<file path="src/rtl/core/wmd_pkg.sv">
// Shared types, constants and the band table for the weight motion detector.
// No dependencies; every other file in rtl/core imports this package.
package wmd_pkg;

    // Fixed field widths
    localparam int SAMPLE_W   = 32;
    localparam int CFG_SEL_W  = 3;
    localparam int CFG_DIV_W  = 7;
    localparam int CFG_DATA_W = 7;
    localparam int CFG_ADDR_W = 1;
    localparam int BAND_W     = 7;

    // Parameter defaults
    localparam int WINDOW_DEF      = 10;
    localparam int BREAK_COUNT_DEF = 1;

    // Configuration register indexes
    localparam logic [CFG_ADDR_W-1:0] REG_BAND_SEL = 1'b0;
    localparam logic [CFG_ADDR_W-1:0] REG_DIV_SIZE = 1'b1;

    // Band select codes with special meaning
    localparam logic [CFG_SEL_W-1:0] SEL_BYPASS    = 3'd0;
    localparam logic [CFG_SEL_W-1:0] SEL_FROZEN_LO = 3'd6;
    localparam logic [CFG_SEL_W-1:0] SEL_FROZEN_HI = 3'd7;

    // Per-cell control: parallel fill or shift from the neighbor
    typedef struct packed {
        logic load;
        logic shift;
    } t_cell_ctrl;

    // Sequencer states
    typedef enum logic [2:0] {
        S_IDLE,
        S_SCAN,
        S_DIV_GO,
        S_DIV_WAIT,
        S_DECIDE,
        S_OUT
    } t_state;

    // Band in sixteenths of a division: 0, 0.5, 1, 2, 4, 6 divisions
    function automatic logic [BAND_W-1:0] band16(input logic [CFG_SEL_W-1:0] sel);
        logic [BAND_W-1:0] v;
        case (sel)
            3'd1:    v = 7'd8;
            3'd2:    v = 7'd16;
            3'd3:    v = 7'd32;
            3'd4:    v = 7'd64;
            3'd5:    v = 7'd96;
            default: v = 7'd0;
        endcase
        return v;
    endfunction

endpackage

</file>
<file path="src/rtl/core/weight_motion_detector.sv">
// Weight motion detector top level: window cell row, scan, divider, decision.
// Each word is scanned, averaged and decided on, then loaded into the output register;
// bypass words go straight to the output register; frozen words give no result.
// One word at a time: a new word is taken only once the last has been loaded into
// the output register, after the cell row rotation and the divider for a scanned word.
// Reset (synchronous, active low) clears sequencer, lock, flags, registers; cells fill.
module weight_motion_detector import wmd_pkg::*; #(
    parameter int WINDOW      = WINDOW_DEF,
    parameter int BREAK_COUNT = BREAK_COUNT_DEF
) (
    input  logic                  i_clk,
    input  logic                  i_rst_n,
    // Input stream
    input  logic                  s_axis_tvalid,
    output logic                  s_axis_tready,
    input  logic [SAMPLE_W-1:0]   s_axis_tdata,   // [31:0] weight_sample
    // Output stream
    output logic                  m_axis_tvalid,
    input  logic                  m_axis_tready,
    output logic [SAMPLE_W-1:0]   m_axis_tdata,   // [31:0] settled_weight
    output logic [0:0]            m_axis_tuser,   // [0] is_stable
    // Configuration
    input  logic                  i_cfg_we,
    input  logic [CFG_ADDR_W-1:0] i_cfg_addr,
    input  logic [CFG_DATA_W-1:0] i_cfg_wdata
);

    localparam int SUMW = SAMPLE_W + $clog2(WINDOW);
    localparam int CNTW = $clog2(WINDOW);
    localparam int AW   = (BREAK_COUNT < 1) ? 1 : $clog2(BREAK_COUNT + 1);
    localparam logic [AW-1:0] ALLOW_FULL = AW'(BREAK_COUNT);
    localparam int DW   = SAMPLE_W + 1;

    t_state r_state, n_state;

    logic [CFG_SEL_W-1:0]       r_band_sel;
    logic [CFG_DIV_W-1:0]       r_div_size;
    logic                       r_primed;
    logic                       r_stable, n_stable;
    logic signed [SAMPLE_W-1:0] r_lock, n_lock;
    logic [AW-1:0]              r_rise, n_rise;
    logic [AW-1:0]              r_fall, n_fall;
    logic signed [SAMPLE_W-1:0] r_sample;
    logic [CNTW-1:0]            r_scan_cnt;
    logic signed [SUMW-1:0]     r_sum;
    logic signed [SAMPLE_W-1:0] r_max, r_min;
    logic [SAMPLE_W-1:0]        r_res_data, n_res_data;
    logic                       r_res_stable;
    logic                       r_out_valid;
    logic [SAMPLE_W-1:0]        r_out_data;
    logic                       r_out_stable;

    logic                       w_accept;
    logic                       w_bypass, w_frozen;
    t_cell_ctrl                 w_cell_ctrl;
    logic                       w_scan_en, w_div_start, w_commit, w_out_load;
    logic signed [SAMPLE_W-1:0] w_cell_q [WINDOW];
    logic signed [SAMPLE_W-1:0] w_head, w_tail;
    logic                       w_div_done;
    logic signed [SAMPLE_W-1:0] w_avg;
    logic [13:0]                w_band;
    logic signed [DW-1:0]       w_diff;
    logic                       w_up;
    logic [DW-1:0]              w_dev, w_spread;
    logic                       w_exceed, w_still;

    // Configuration registers
    always_ff @(posedge i_clk) begin
        if (!i_rst_n) begin
            r_band_sel <= SEL_BYPASS;
            r_div_size <= CFG_DIV_W'(1);
        end else if (i_cfg_we) begin
            case (i_cfg_addr)
                REG_BAND_SEL: r_band_sel <= i_cfg_wdata[CFG_SEL_W-1:0];
                REG_DIV_SIZE: r_div_size <= i_cfg_wdata[CFG_DIV_W-1:0];
                default:      r_div_size <= r_div_size;
            endcase
        end
    end

    // Mode decode
    assign w_bypass = (r_band_sel == SEL_BYPASS);
    always_comb begin
        w_frozen = r_band_sel inside {[SEL_FROZEN_LO:SEL_FROZEN_HI]};
    end

    // Sequencer: next state
    always_comb begin
        n_state = r_state;
        case (r_state)
            S_IDLE: begin
                if (w_accept) begin
                    if (w_bypass) begin
                        n_state = S_OUT;
                    end else if (!w_frozen) begin
                        n_state = S_SCAN;
                    end
                end
            end
            S_SCAN: begin
                if (r_scan_cnt == CNTW'(WINDOW - 1)) begin
                    n_state = S_DIV_GO;
                end
            end
            S_DIV_GO:   n_state = S_DIV_WAIT;
            S_DIV_WAIT: begin
                if (w_div_done) begin
                    n_state = S_DECIDE;
                end
            end
            S_DECIDE:   n_state = S_OUT;
            S_OUT: begin
                if (w_out_load) begin
                    n_state = S_IDLE;
                end
            end
            default:    n_state = S_IDLE;
        endcase
    end

    // Sequencer: outputs
    always_comb begin
        s_axis_tready     = 1'b0;
        w_cell_ctrl.load  = 1'b0;
        w_cell_ctrl.shift = 1'b0;
        w_scan_en         = 1'b0;
        w_div_start       = 1'b0;
        w_commit          = 1'b0;
        w_out_load        = 1'b0;
        case (r_state)
            S_IDLE: begin
                s_axis_tready = 1'b1;
                if (s_axis_tvalid && !w_bypass && !w_frozen) begin
                    w_cell_ctrl.load  = !r_primed;
                    w_cell_ctrl.shift = r_primed;
                end
            end
            S_SCAN: begin
                w_cell_ctrl.shift = 1'b1;
                w_scan_en         = 1'b1;
            end
            S_DIV_GO:   w_div_start = 1'b1;
            S_DIV_WAIT: w_div_start = 1'b0;
            S_DECIDE:   w_commit    = 1'b1;
            S_OUT:      w_out_load  = !r_out_valid || m_axis_tready;
            default:    w_out_load  = 1'b0;
        endcase
    end

    assign w_accept = s_axis_tvalid && s_axis_tready;

    always_ff @(posedge i_clk) begin
        if (!i_rst_n) begin
            r_state <= S_IDLE;
        end else begin
            r_state <= n_state;
        end
    end

    // Cell row: new word enters at the head on accept, the row rotates while scanning
    assign w_head = (r_state == S_IDLE) ? $signed(s_axis_tdata) : w_tail;
    assign w_tail = w_cell_q[WINDOW-1];

    for (genvar g = 0; g < WINDOW; g++) begin : g_cell
        if (g == 0) begin : g_first
            wmd_cell u_cell (
                .i_clk  (i_clk),
                .i_ctrl (w_cell_ctrl),
                .i_fill ($signed(s_axis_tdata)),
                .i_prev (w_head),
                .o_q    (w_cell_q[g])
            );
        end else begin : g_rest
            wmd_cell u_cell (
                .i_clk  (i_clk),
                .i_ctrl (w_cell_ctrl),
                .i_fill ($signed(s_axis_tdata)),
                .i_prev (w_cell_q[g-1]),
                .o_q    (w_cell_q[g])
            );
        end
    end

    // Scan accumulator: sum, max and min of the word leaving the tail
    always_ff @(posedge i_clk) begin
        if (!i_rst_n) begin
            r_scan_cnt <= '0;
        end else if (w_scan_en) begin
            r_scan_cnt <= (r_scan_cnt == CNTW'(WINDOW - 1)) ? '0 : r_scan_cnt + 1'b1;
        end else begin
            r_scan_cnt <= '0;
        end
    end

    always_ff @(posedge i_clk) begin
        if (w_scan_en) begin
            if (r_scan_cnt == '0) begin
                r_sum <= SUMW'(w_tail);
                r_max <= w_tail;
                r_min <= w_tail;
            end else begin
                r_sum <= r_sum + SUMW'(w_tail);
                if (w_tail > r_max) r_max <= w_tail;
                if (w_tail < r_min) r_min <= w_tail;
            end
        end
    end

    // Window average
    wmd_divider #(
        .WINDOW (WINDOW)
    ) u_divider (
        .i_clk   (i_clk),
        .i_rst_n (i_rst_n),
        .i_start (w_div_start),
        .i_sum   (r_sum),
        .o_done  (w_div_done),
        .o_quot  (w_avg)
    );

    // Band, deviation from the lock and window spread
    assign w_band   = 14'(band16(r_band_sel)) * 14'(r_div_size);
    assign w_diff   = DW'(w_avg) - DW'(r_lock);
    assign w_up     = !w_diff[DW-1] && (w_diff != '0);
    assign w_dev    = w_up ? DW'(w_diff) : DW'(-w_diff);
    assign w_exceed = w_dev > DW'(w_band);
    assign w_spread = DW'(DW'(r_max) - DW'(r_min));
    assign w_still  = w_spread < DW'(w_band);

    // Stability decision
    always_comb begin
        n_stable = r_stable;
        n_lock   = r_lock;
        n_rise   = r_rise;
        n_fall   = r_fall;
        if (r_stable) begin
            if (!w_exceed) begin
                n_rise = ALLOW_FULL;
                n_fall = ALLOW_FULL;
            end else if (w_up) begin
                n_fall = ALLOW_FULL;
                if (r_rise != '0) n_rise = r_rise - 1'b1;
                else              n_stable = 1'b0;
            end else begin
                n_rise = ALLOW_FULL;
                if (r_fall != '0) n_fall = r_fall - 1'b1;
                else              n_stable = 1'b0;
            end
        end else if (w_still) begin
            n_stable = 1'b1;
            n_lock   = w_avg;
            n_rise   = ALLOW_FULL;
            n_fall   = ALLOW_FULL;
        end
        n_res_data = n_stable ? w_avg : r_sample;
    end

    // Detector state
    always_ff @(posedge i_clk) begin
        if (!i_rst_n) begin
            r_primed <= 1'b0;
            r_stable <= 1'b0;
            r_lock   <= '0;
            r_rise   <= '0;
            r_fall   <= '0;
        end else begin
            if (w_accept && !w_bypass && !w_frozen) begin
                r_primed <= 1'b1;
            end
            if (w_commit) begin
                r_stable <= n_stable;
                r_lock   <= n_lock;
                r_rise   <= n_rise;
                r_fall   <= n_fall;
            end
        end
    end

    // Pending result word
    always_ff @(posedge i_clk) begin
        if (w_accept) begin
            r_sample     <= s_axis_tdata;
            r_res_data   <= s_axis_tdata;
            r_res_stable <= 1'b1;
        end else if (w_commit) begin
            r_res_data   <= n_res_data;
            r_res_stable <= n_stable;
        end
    end

    // Output register
    always_ff @(posedge i_clk) begin
        if (!i_rst_n) begin
            r_out_valid <= 1'b0;
        end else if (w_out_load) begin
            r_out_valid <= 1'b1;
        end else if (m_axis_tready) begin
            r_out_valid <= 1'b0;
        end
    end

    always_ff @(posedge i_clk) begin
        if (w_out_load) begin
            r_out_data   <= r_res_data;
            r_out_stable <= r_res_stable;
        end
    end

    assign m_axis_tvalid = r_out_valid;
    assign m_axis_tdata  = r_out_data;
    assign m_axis_tuser  = r_out_stable;

endmodule

</file>
<file path="src/rtl/core/wmd_cell.sv">
// One window cell: holds a single sample and passes it to the next cell.
// Depends on wmd_pkg.
module wmd_cell import wmd_pkg::*; (
    input  logic                       i_clk,
    input  t_cell_ctrl                 i_ctrl,
    input  logic signed [SAMPLE_W-1:0] i_fill,
    input  logic signed [SAMPLE_W-1:0] i_prev,
    output logic signed [SAMPLE_W-1:0] o_q
);

    logic signed [SAMPLE_W-1:0] r_q;

    // Fill on first sample, otherwise take the neighbor's word
    always_ff @(posedge i_clk) begin
        if (i_ctrl.load) begin
            r_q <= i_fill;
        end else if (i_ctrl.shift) begin
            r_q <= i_prev;
        end
    end

    assign o_q = r_q;

endmodule

</file>
<file path="src/rtl/core/wmd_divider.sv">
// Iterative signed divide of the window sum by WINDOW, truncating toward zero.
// Restoring division, eight quotient bits per cycle. Depends on wmd_pkg.
module wmd_divider import wmd_pkg::*; #(
    parameter int WINDOW = WINDOW_DEF
) (
    input  logic                                        i_clk,
    input  logic                                        i_rst_n,
    input  logic                                        i_start,
    input  logic signed [SAMPLE_W+$clog2(WINDOW)-1:0]   i_sum,
    output logic                                        o_done,
    output logic signed [SAMPLE_W-1:0]                  o_quot
);

    localparam int SUMW    = SAMPLE_W + $clog2(WINDOW);
    localparam int STEP_N  = 8;
    localparam int DIV_CYC = (SUMW + STEP_N - 1) / STEP_N;
    localparam int DIVW    = DIV_CYC * STEP_N;
    localparam int REMW    = $clog2(WINDOW) + 1;
    localparam int CNTW    = $clog2(DIV_CYC + 1);
    localparam logic [REMW-1:0] DIVISOR = REMW'(WINDOW);

    logic [DIVW-1:0]            r_num, n_num;
    logic [REMW-1:0]            r_rem, n_rem;
    logic [CNTW-1:0]            r_cnt;
    logic                       r_busy;
    logic                       r_neg;
    logic                       r_done;
    logic signed [SAMPLE_W-1:0] r_quot;
    logic [SUMW-1:0]            w_mag;
    logic [SAMPLE_W-1:0]        w_qmag;

    // Magnitude of the dividend
    assign w_mag = i_sum[SUMW-1] ? SUMW'(-i_sum) : SUMW'(i_sum);

    // Eight restoring steps; remainder stays below WINDOW between steps
    always_comb begin
        logic [REMW-1:0] rem;
        logic [DIVW-1:0] num;
        logic [REMW-1:0] sh;
        rem = r_rem;
        num = r_num;
        for (int k = 0; k < STEP_N; k++) begin
            sh = {rem[REMW-2:0], num[DIVW-1]};
            if (sh >= DIVISOR) begin
                rem = sh - DIVISOR;
                num = {num[DIVW-2:0], 1'b1};
            end else begin
                rem = sh;
                num = {num[DIVW-2:0], 1'b0};
            end
        end
        n_rem = rem;
        n_num = num;
    end

    assign w_qmag = r_num[SAMPLE_W-1:0];

    // Control
    always_ff @(posedge i_clk) begin
        if (!i_rst_n) begin
            r_busy <= 1'b0;
            r_done <= 1'b0;
            r_cnt  <= '0;
        end else begin
            r_done <= 1'b0;
            if (i_start) begin
                r_busy <= 1'b1;
                r_cnt  <= '0;
            end else if (r_busy) begin
                if (r_cnt == CNTW'(DIV_CYC)) begin
                    r_busy <= 1'b0;
                    r_done <= 1'b1;
                end else begin
                    r_cnt <= r_cnt + 1'b1;
                end
            end
        end
    end

    // Datapath
    always_ff @(posedge i_clk) begin
        if (i_start) begin
            r_num <= DIVW'(w_mag);
            r_rem <= '0;
            r_neg <= i_sum[SUMW-1];
        end else if (r_busy) begin
            if (r_cnt == CNTW'(DIV_CYC)) begin
                r_quot <= r_neg ? SAMPLE_W'(~w_qmag + 1'b1) : w_qmag;
            end else begin
                r_num <= n_num;
                r_rem <= n_rem;
            end
        end
    end

    assign o_done = r_done;
    assign o_quot = r_quot;

endmodule

</file>
<file path="config.mk">
export PLATFORM = sky130hd
export DESIGN_NAME = weight_motion_detector
export DESIGN_NICKNAME = d
export VERILOG_FILES = /design/src/rtl/core/wmd_pkg.sv /design/src/rtl/core/weight_motion_detector.sv /design/src/rtl/core/wmd_cell.sv /design/src/rtl/core/wmd_divider.sv
export SDC_FILE = /design/constraint.sdc
export NUM_CORES = 1
export LEC_CHECK = 0
export BUFFER_PORTS_ARGS = -buffer_cell sky130_fd_sc_hd__buf_2
export CAP_MARGIN = 20
export CORE_UTILIZATION = 35
export DETAILED_ROUTE_END_ITERATION = 10
export GPL_ROUTABILITY_DRIVEN = 0
export GPL_TIMING_DRIVEN = 0
export PLACE_DENSITY = 0.59
export SLEW_MARGIN = 20
export SYNTH_ARGS = -nofsm -noshare
export SYNTH_HDL_FRONTEND = slang
export SYNTH_SLANG_ARGS = --single-unit
</file>
<file path="constraint.sdc">
create_clock -name i_clk -period 10.2 [get_ports i_clk]
set_input_delay 1.02 -clock i_clk [delete_from_list [all_inputs] [get_ports i_clk]]
set_output_delay 1.02 -clock i_clk [all_outputs]
set_load 0.1 [all_outputs]
</file>
==> metrics.csv, run 1 <==
stage,metric,value,unit
clock_network,ctsResizeCount,0,
worst_setup_path,critPathBufInv,3,
synthesis,syn-cell-area,36500,um2
synthesis,syn_nets,3508,
route,wl,92700,um
clock_network,tritoncts,yes,
clock_network,cts_buffers,69,
cells_and_area,layout.nets,3669,
placed_design,dpl.hpwl,70400,um
worst_setup_path,crit_fanout,10,
clock_network,clockRootBuffer,clkbuf_16,
power,powerDensity,334,nW/um2
clock_network,clockBufferDepth,3,
sta,worst_slew_pin_slew,1.11,ns
floorplan,fp.dieH,325,um
worst_setup_path,path_class,register to register,
floorplan,core,103000,um2
sta,layout_min_cycle_time,8.77,ns
floorplan,rows,118,
power,p_sw,5340,uW
sta,hold-worst-slack,0.418,ns
floorplan,fp.dieW,325,um
synthesis,synth_ff_type,edfxtp_1,
route,wire_per_inst,19.3,um
clock_network,cts_max_level,3,
route,dr_total_vias,25400,
cells_and_area,multiInputGateArea,16300,um2
floorplan,die_area,106000,um2
sta,period_share,86.0,%
sta,rsz0062_at_grt,false,
placed_design,io_buffer_count,76,
route,postRouteAntennaNets,0,
synthesis,synth_seq_cells,654,
sta,hold_viol_final,0,
sta,fmax,0.114,GHz
status,status,"finished, final reports clean",
global_routing,grt_pass1_vias,24800,
route,drc,0,
sta,final-setup-viol-count,0,
cells_and_area,drive_gt1_share,8.37,%
sta,relSlewSlack,24.8,%
global_routing,antenna_found_initial,11,
power,p_int,8400,uW
sta,worst_slack,1.43,ns
sta,drv_slew,0,
worst_setup_path,cp_top_family,compound AO/OA/AOI/OAI gates,
power,clock_power_share,18.6,%
synthesis,synth_edf_count,586,
global_routing,grt_max_degree,56,
worst_setup_path,required,10.53,ns
global_routing,grt_pass1_wl,144000,um
route,first_pass_iters,5,
worst_setup_path,cp_slowest_cell,nor4_1,
placed_design,place_ws,1.38,ns
synthesis,avgSynthCellArea,11.3,um2
sta,setup_tns,0,ns
synthesis,syn_inst,3222,
global_routing,grt_usage,17.4,%
min_path,hp-class,register to register,
worst_setup_path,path_common_cell,o21a_1,
worst_setup_path,cp.arrival,9.10,ns
power,p_sw_share,38.9,%
synthesis,synthDistinctLibCells,96,
cells_and_area,n_fill_cell,10000,
global_routing,grt-ovfl-total,0,
run,drv_cap,0,
cells_and_area,seqCellArea,19000,um2
synthesis,synth_seq_area_share,52.0,%
worst_setup_path,critPathLaunchType,register,
floorplan,start_util,35.3,%
clock_network,cts_num_sinks,654,
power,p_leak,0.0169,uW
cells_and_area,fin_cells,4810,
power,power_frac_seq,36.0,%
cells_and_area,area_delta_synth_final,12.8,%
floorplan,pin_count,80,
power,total_power,13700,uW
sta,fin_skew,0.0256,ns
power,pwr-share-comb,45.3,%
worst_setup_path,slowest_delay,0.74,ns
clock_network,clk_pin_slew,0.06,ns
placed_design,place_inst,4692,
power,irDropWorstVdd,411,uV
clock_network,insertion_delay,0.61,ns
route,vias_per_cell,5.27,
synthesis,ys_async_sr_fraction,0,%
clock_network,post_cts_buffers,0,
clock_network,ctsHoldBuffers,0,
route,drt_iter0_drc,1872,
worst_setup_path,cp-end-kind,register,
synthesis,yosysWarnings,0,
-- through the flow --
step | area (um2) | util, %
finish | 41200 | 39.8
global route | 41200 | 39.8
CTS | 41200 | 39.8
detailed placement | 38900 | 37.6
global placement | 38600 | 37.3
floorplan | 36500 | -
-- registers in the layout, indices dropped and copies added (netlist names), 3 cells and up --
signal,count
m_axis_tdata,32
g_cell.g_rest.u_cell.o_q,288
g_cell.g_first.u_cell.o_q,32
r_div_size,7
u_divider.r_cnt,3
r_lock,32
u_divider.r_num,40
r_max,32
r_min,32
r_sum,36
r_band_sel,3
r_state,3
r_sample,32
u_divider.r_rem,4
r_res_data,32
u_divider.o_quot,32
r_scan_cnt,4
-- final timing paths --
kind	from	end	slack, ns	cells past startpoint
max	u_divider.o_quot[18]	r_res_data[2]	1.43	31
min	r_res_data[5]	m_axis_tdata[5]	0.42	0
max reg2reg	u_divider.o_quot[18]	r_res_data[2]	1.43	31
min reg2reg	r_res_data[5]	m_axis_tdata[5]	0.42	0
-- cells by family after synthesis --
logic type / count (synthesis) / share of synthesized area, %
simple gates: 753 / 10.6
fa+ha+maj: 241 / 8.51
flops: 654 / 52.0
compound gates: 977 / 18.4
mux: 121 / 3.45
buf+inv: 327 / 3.48
xor+xnor: 149 / 3.60
-- cell usage in the layout (no fill, tap or decap), types with 30 or more instances in the layout --
| master | count |
|---|---|
| a211oi_1 | 31 |
| a21o_1 | 337 |
| a21oi_1 | 161 |
| and2_1 | 69 |
| buf_2 | 79 |
| clkbuf_1 | 148 |
| clkbuf_16 | 70 |
| dfxtp_1 | 68 |
| edfxtp_1 | 586 |
| ha_1 | 229 |
| inv_1 | 176 |
| mux2_2 | 38 |
| mux2i_1 | 83 |
| nand2_1 | 208 |
| nand2b_1 | 50 |
| nand3_1 | 39 |
| nor2_1 | 131 |
| nor2b_1 | 72 |
| nor3_1 | 37 |
| o21a_1 | 31 |
| o21ai_0 | 172 |
| o31ai_1 | 30 |
| xnor2_1 | 82 |
| xor2_1 | 66 |
-- Yosys cell counts, types with 7 or more instances --
| master | number | area share, % |
|---|---|---|
| or2_2 | 16 | 0.27 |
| a221o_1 | 7 | 0.19 |
| nand2_1 | 210 | 2.2 |
| a31oi_1 | 17 | 0.29 |
| nor2b_1 | 73 | 1.3 |
| edfxtp_1 | 586 | 48 |
| o41ai_1 | 15 | 0.36 |
| nand2b_1 | 50 | 0.86 |
| nor2_1 | 131 | 1.3 |
| or4_1 | 17 | 0.35 |
| nor3_1 | 37 | 0.51 |
| o211ai_1 | 20 | 0.41 |
| fa_1 | 12 | 0.66 |
| a311oi_1 | 7 | 0.17 |
| xor2_1 | 66 | 1.6 |
| and3_1 | 15 | 0.26 |
| a221oi_1 | 7 | 0.17 |
| and2_1 | 69 | 1.2 |
| mux2i_1 | 83 | 2.3 |
| dfxtp_1 | 68 | 3.7 |
| a21o_1 | 337 | 6.9 |
| mux2_2 | 38 | 1.2 |
| ha_1 | 229 | 7.9 |
| a211o_1 | 9 | 0.22 |
| xnor2_1 | 82 | 2.0 |
| inv_1 | 179 | 1.8 |
| o21bai_1 | 17 | 0.35 |
| nand4_1 | 24 | 0.41 |
| a21boi_0 | 15 | 0.31 |
| a21oi_1 | 161 | 2.2 |
| nor4_1 | 15 | 0.26 |
| nand3b_1 | 8 | 0.16 |
| a211oi_1 | 31 | 0.64 |
| or3_1 | 25 | 0.43 |
| o31ai_1 | 30 | 0.62 |
| o21a_1 | 33 | 0.68 |
| clkbuf_1 | 136 | 1.4 |
| nand3_1 | 39 | 0.53 |
| o21ai_0 | 172 | 2.4 |
| nor3b_1 | 8 | 0.16 |
| o21ai_1 | 8 | 0.11 |
-- power by group through the flow --
stage,sequential (uW),combinational (uW),clock (uW)
5_1_grt,5030,6960,2710
3_3_place_gp,5080,5790,0
4_1_cts,4940,6230,2610
2_1_floorplan,5080,4540,0
6_report,4950,6230,2560
3_5_place_dp,4980,6190,0
-- cell type report --
| class | count | area share, % |
|---|---|---|
| tap | 1380 | 4.19 |
| multi-input combinational | 2241 | 39.6 |
| antenna | 1 | 0.00608 |
| buffer | 148 | 1.45 |
| inverter | 179 | 1.63 |
| clock buffer | 91 | 4.63 |
| timing repair buffer | 90 | 1.60 |
| sequential | 654 | 46.0 |
| clock inverter | 26 | 0.848 |
-- metal layers --
layer  track usage, %  wire length [um]  vias to the layer above
met4             5.39              2700                        2
li1                 -                 -                    12300
met5                0                11                        -
met3             2.66              4370                      142
met1             24.3             43500                    12400
met2             27.8             42100                      500
(Power assumes the default switching activity.)
==> run 2, diff against run 1 <==
--- a/config.mk
+++ b/config.mk
@@ -7,11 +7,11 @@
 export LEC_CHECK = 0
 export BUFFER_PORTS_ARGS = -buffer_cell sky130_fd_sc_hd__buf_2
 export CAP_MARGIN = 20
-export CORE_UTILIZATION = 35
+export CORE_UTILIZATION = 64
 export DETAILED_ROUTE_END_ITERATION = 10
 export GPL_ROUTABILITY_DRIVEN = 0
 export GPL_TIMING_DRIVEN = 0
-export PLACE_DENSITY = 0.59
+export PLACE_DENSITY = 0.9
 export SLEW_MARGIN = 20
 export SYNTH_ARGS = -nofsm -noshare
 export SYNTH_HDL_FRONTEND = slang
==> metrics.csv, run 2 (synthesis gave the netlist of run 1 again) <==
stage,metric,value,unit,change
cells_and_area,final_cell_area,40200,um2,was 41200 um2
status,status,"finished, final reports clean",,unchanged
floorplan,fp.dieW,241,um,was 325 um
power,powerDensity,342,nW/um2,was 334 nW/um2
worst_setup_path,crit_fanout,10,,unchanged
placed_design,io_buffer_count,76,,unchanged
power,p_leak,0.0167,uW,was 0.0169 uW
floorplan,pin_count,80,,unchanged
floorplan,start_util,64.7,%,was 35.3%
clock_network,insertion_delay,0.63,ns,was 0.61 ns
sta,hold_viol_final,0,,unchanged
sta,drv_slew,0,,unchanged
floorplan,rows,87,,was 118
clock_network,clockBufferDepth,3,,unchanged
route,wire_per_inst,22.6,um,was 19.3 um
run,drv_cap,0,,unchanged
global_routing,grt_pass1_vias,26500,,was 24.8k
worst_setup_path,path_class,register to register,,unchanged
global_routing,grt-ovfl-total,0,,unchanged
power,p_int,8200,uW,was 8400 uW
clock_network,ctsResizeCount,0,,unchanged
route,drc,0,,unchanged
cells_and_area,fin_cells,4186,,was 4810
worst_setup_path,critPathLaunchType,register,,unchanged
cells_and_area,area_delta_synth_final,10.1,%,was 12.8%
route,postRouteAntennaNets,0,,unchanged
clock_network,clk_pin_slew,0.06,ns,about the same
floorplan,die_area,58000,um2,was 106000 um2
power,p_sw,5530,uW,was 5340 uW
cells_and_area,final_cell_mix,"edfxtp_1 (586), a21o_1 (337), ha_1 (229)",,unchanged
clock_network,cts_max_level,3,,unchanged
global_routing,grt_pass1_wl,145000,um,was 144000 um
worst_setup_path,slowest_delay,0.66,ns,was 0.74 ns
sta,worst_slew_pin_slew,1.05,ns,was 1.11 ns
worst_setup_path,critPathBufInv,5,,was 3
clock_network,ctsHoldBuffers,0,,unchanged
clock_network,tritoncts,yes,,unchanged
floorplan,core,56400,um2,was 103000 um2
sta,fin_skew,0.0255,ns,was 0.0256 ns
placed_design,place_ws,1.88,ns,was 1.38 ns
route,dr_total_vias,27400,,was 25.4k
clock_network,post_cts_buffers,0,,unchanged
sta,fmax,0.116,GHz,was 0.114 GHz
placed_design,place_inst,4067,,was 4692
worst_setup_path,cp_top_family,compound AO/OA/AOI/OAI gates,,unchanged
global_routing,grt_usage,32.6,%,was 17.4%
route,vias_per_cell,6.54,,was 5.27
worst_setup_path,cp.arrival,8.99,ns,was 9.10 ns
min_path,hp-class,register to register,,unchanged
floorplan,fp.dieH,241,um,was 325 um
route,wl,94600,um,was 92700 um
sta,rsz0062_at_grt,false,,unchanged
power,clock_power_share,17.2,%,was 18.6%
sta,period_share,84.8,%,was 86.0%
global_routing,antenna_found_initial,5,,was 11
cells_and_area,n_fill_cell,3633,,was 10.0k
route,first_pass_iters,6,,was 5
power,power_frac_seq,36.4,%,was 36.0%
cells_and_area,largest_reg_flops,288,,unchanged
worst_setup_path,path_common_cell,o21a_1,,unchanged
route,drt_iter0_drc,3307,,was 1872
power,p_sw_share,40.3,%,was 38.9%
clock_network,clockRootBuffer,clkbuf_16,,unchanged
sta,relSlewSlack,30.0,%,was 24.8%
global_routing,grt_max_degree,62,,was 56
power,pwr-share-comb,46.4,%,was 45.3%
placed_design,dpl.hpwl,66800,um,was 70400 um
sta,final-setup-viol-count,0,,unchanged
cells_and_area,final_util,71.3,%,was 39.8%
cells_and_area,layout.nets,3665,,was 3669
worst_setup_path,cp-end-kind,register,,unchanged
cells_and_area,drive_gt1_share,8.05,%,was 8.37%
clock_network,cts_num_sinks,654,,unchanged
clock_network,cts_buffers,66,,was 69
cells_and_area,layout_commonest_cell,edfxtp_1,,unchanged
sta,worst_slack,1.55,ns,was 1.43 ns
power,irDropWorstVdd,437,uV,was 411 uV
worst_setup_path,cp_slowest_cell,nor4_1,,unchanged
placed_design,placed_area,38100,um2,was 38900 um2
sta,layout_min_cycle_time,8.65,ns,was 8.77 ns
worst_setup_path,required,10.54,ns,was 10.53 ns
[run 2: final cells by class]
type | instances | area [um2] | area share [%]
antenna | 2 | 5.00 | 0.0125
buffer | 148 | 597 | 1.49
clock buffer | 83 | 1750 | 4.35
clock inverter | 34 | 312 | 0.775
inverter | 179 | 672 | 1.67
multi-input combinational | 2241 | 16300 | 40.5
sequential | 654 | 19000 | 47.2
tap | 756 | 946 | 2.35
timing repair buffer | 89 | 656 | 1.63
[run 2: stage by stage]
step | hold WS, ns | TNS (ns) | total power [uW]
2_1_floorplan | 0.400 | 0 | 9620
5_1_grt | 0.417 | 0 | 14500
6_report | 0.411 | 0 | 13700
3_3_place_gp | 0.403 | -850.23 | 10800
3_5_place_dp | 0.405 | 0 | 11100
4_1_cts | 0.400 | 0 | 13600
[run 2: path summary, 6_finish.rpt]
path / cells after the start / slack (ns) / from / endpoint
hold reg to reg: 0 / 0.41 / r_res_data[20] / m_axis_tdata[20]
hold / removal: 0 / 0.41 / r_res_data[20] / m_axis_tdata[20]
setup reg to reg: 34 / 1.55 / u_divider.o_quot[0] / r_res_data[8]
setup / recovery: 34 / 1.55 / u_divider.o_quot[0] / r_res_data[8]
[run 2: power groups by stage]
| stage | combinational, uW | clock [uW] | sequential (uW) |
|---|---|---|---|
| 5_1_grt | 6970 | 2450 | 5060 |
| 4_1_cts | 6250 | 2360 | 4970 |
| 3_5_place_dp | 6120 | 0 | 5000 |
| 3_3_place_gp | 5640 | 0 | 5110 |
| 2_1_floorplan | 4540 | 0 | 5080 |
| 6_report | 6370 | 2360 | 5010 |
[run 2: metal layers]
layer | vias to the layer above | share of wire (%) | global-route usage (%)
li1 | 12300 | - | -
met1 | 13100 | 37 | 41.2
met2 | 1588 | 47 | 53.3
met3 | 379 | 10 | 6.47
met4 | 0 | 5.5 | 17.1
met5 | - | 0 | 0
[run 2: worst reg2reg max path: cells and delay by family, from the launching register on]
family | cells | cell delay, ns
buffers and inverters | 5 | 0.84
xor gates and xnor gates | 1 | 0.16
and+or+nand+nor | 5 | 1.41
muxes | 1 | 0.13
DFF | 1 | 0.44
adders and majority gates | 3 | 0.91
AOI/OAI and AO/OA | 19 | 4.49
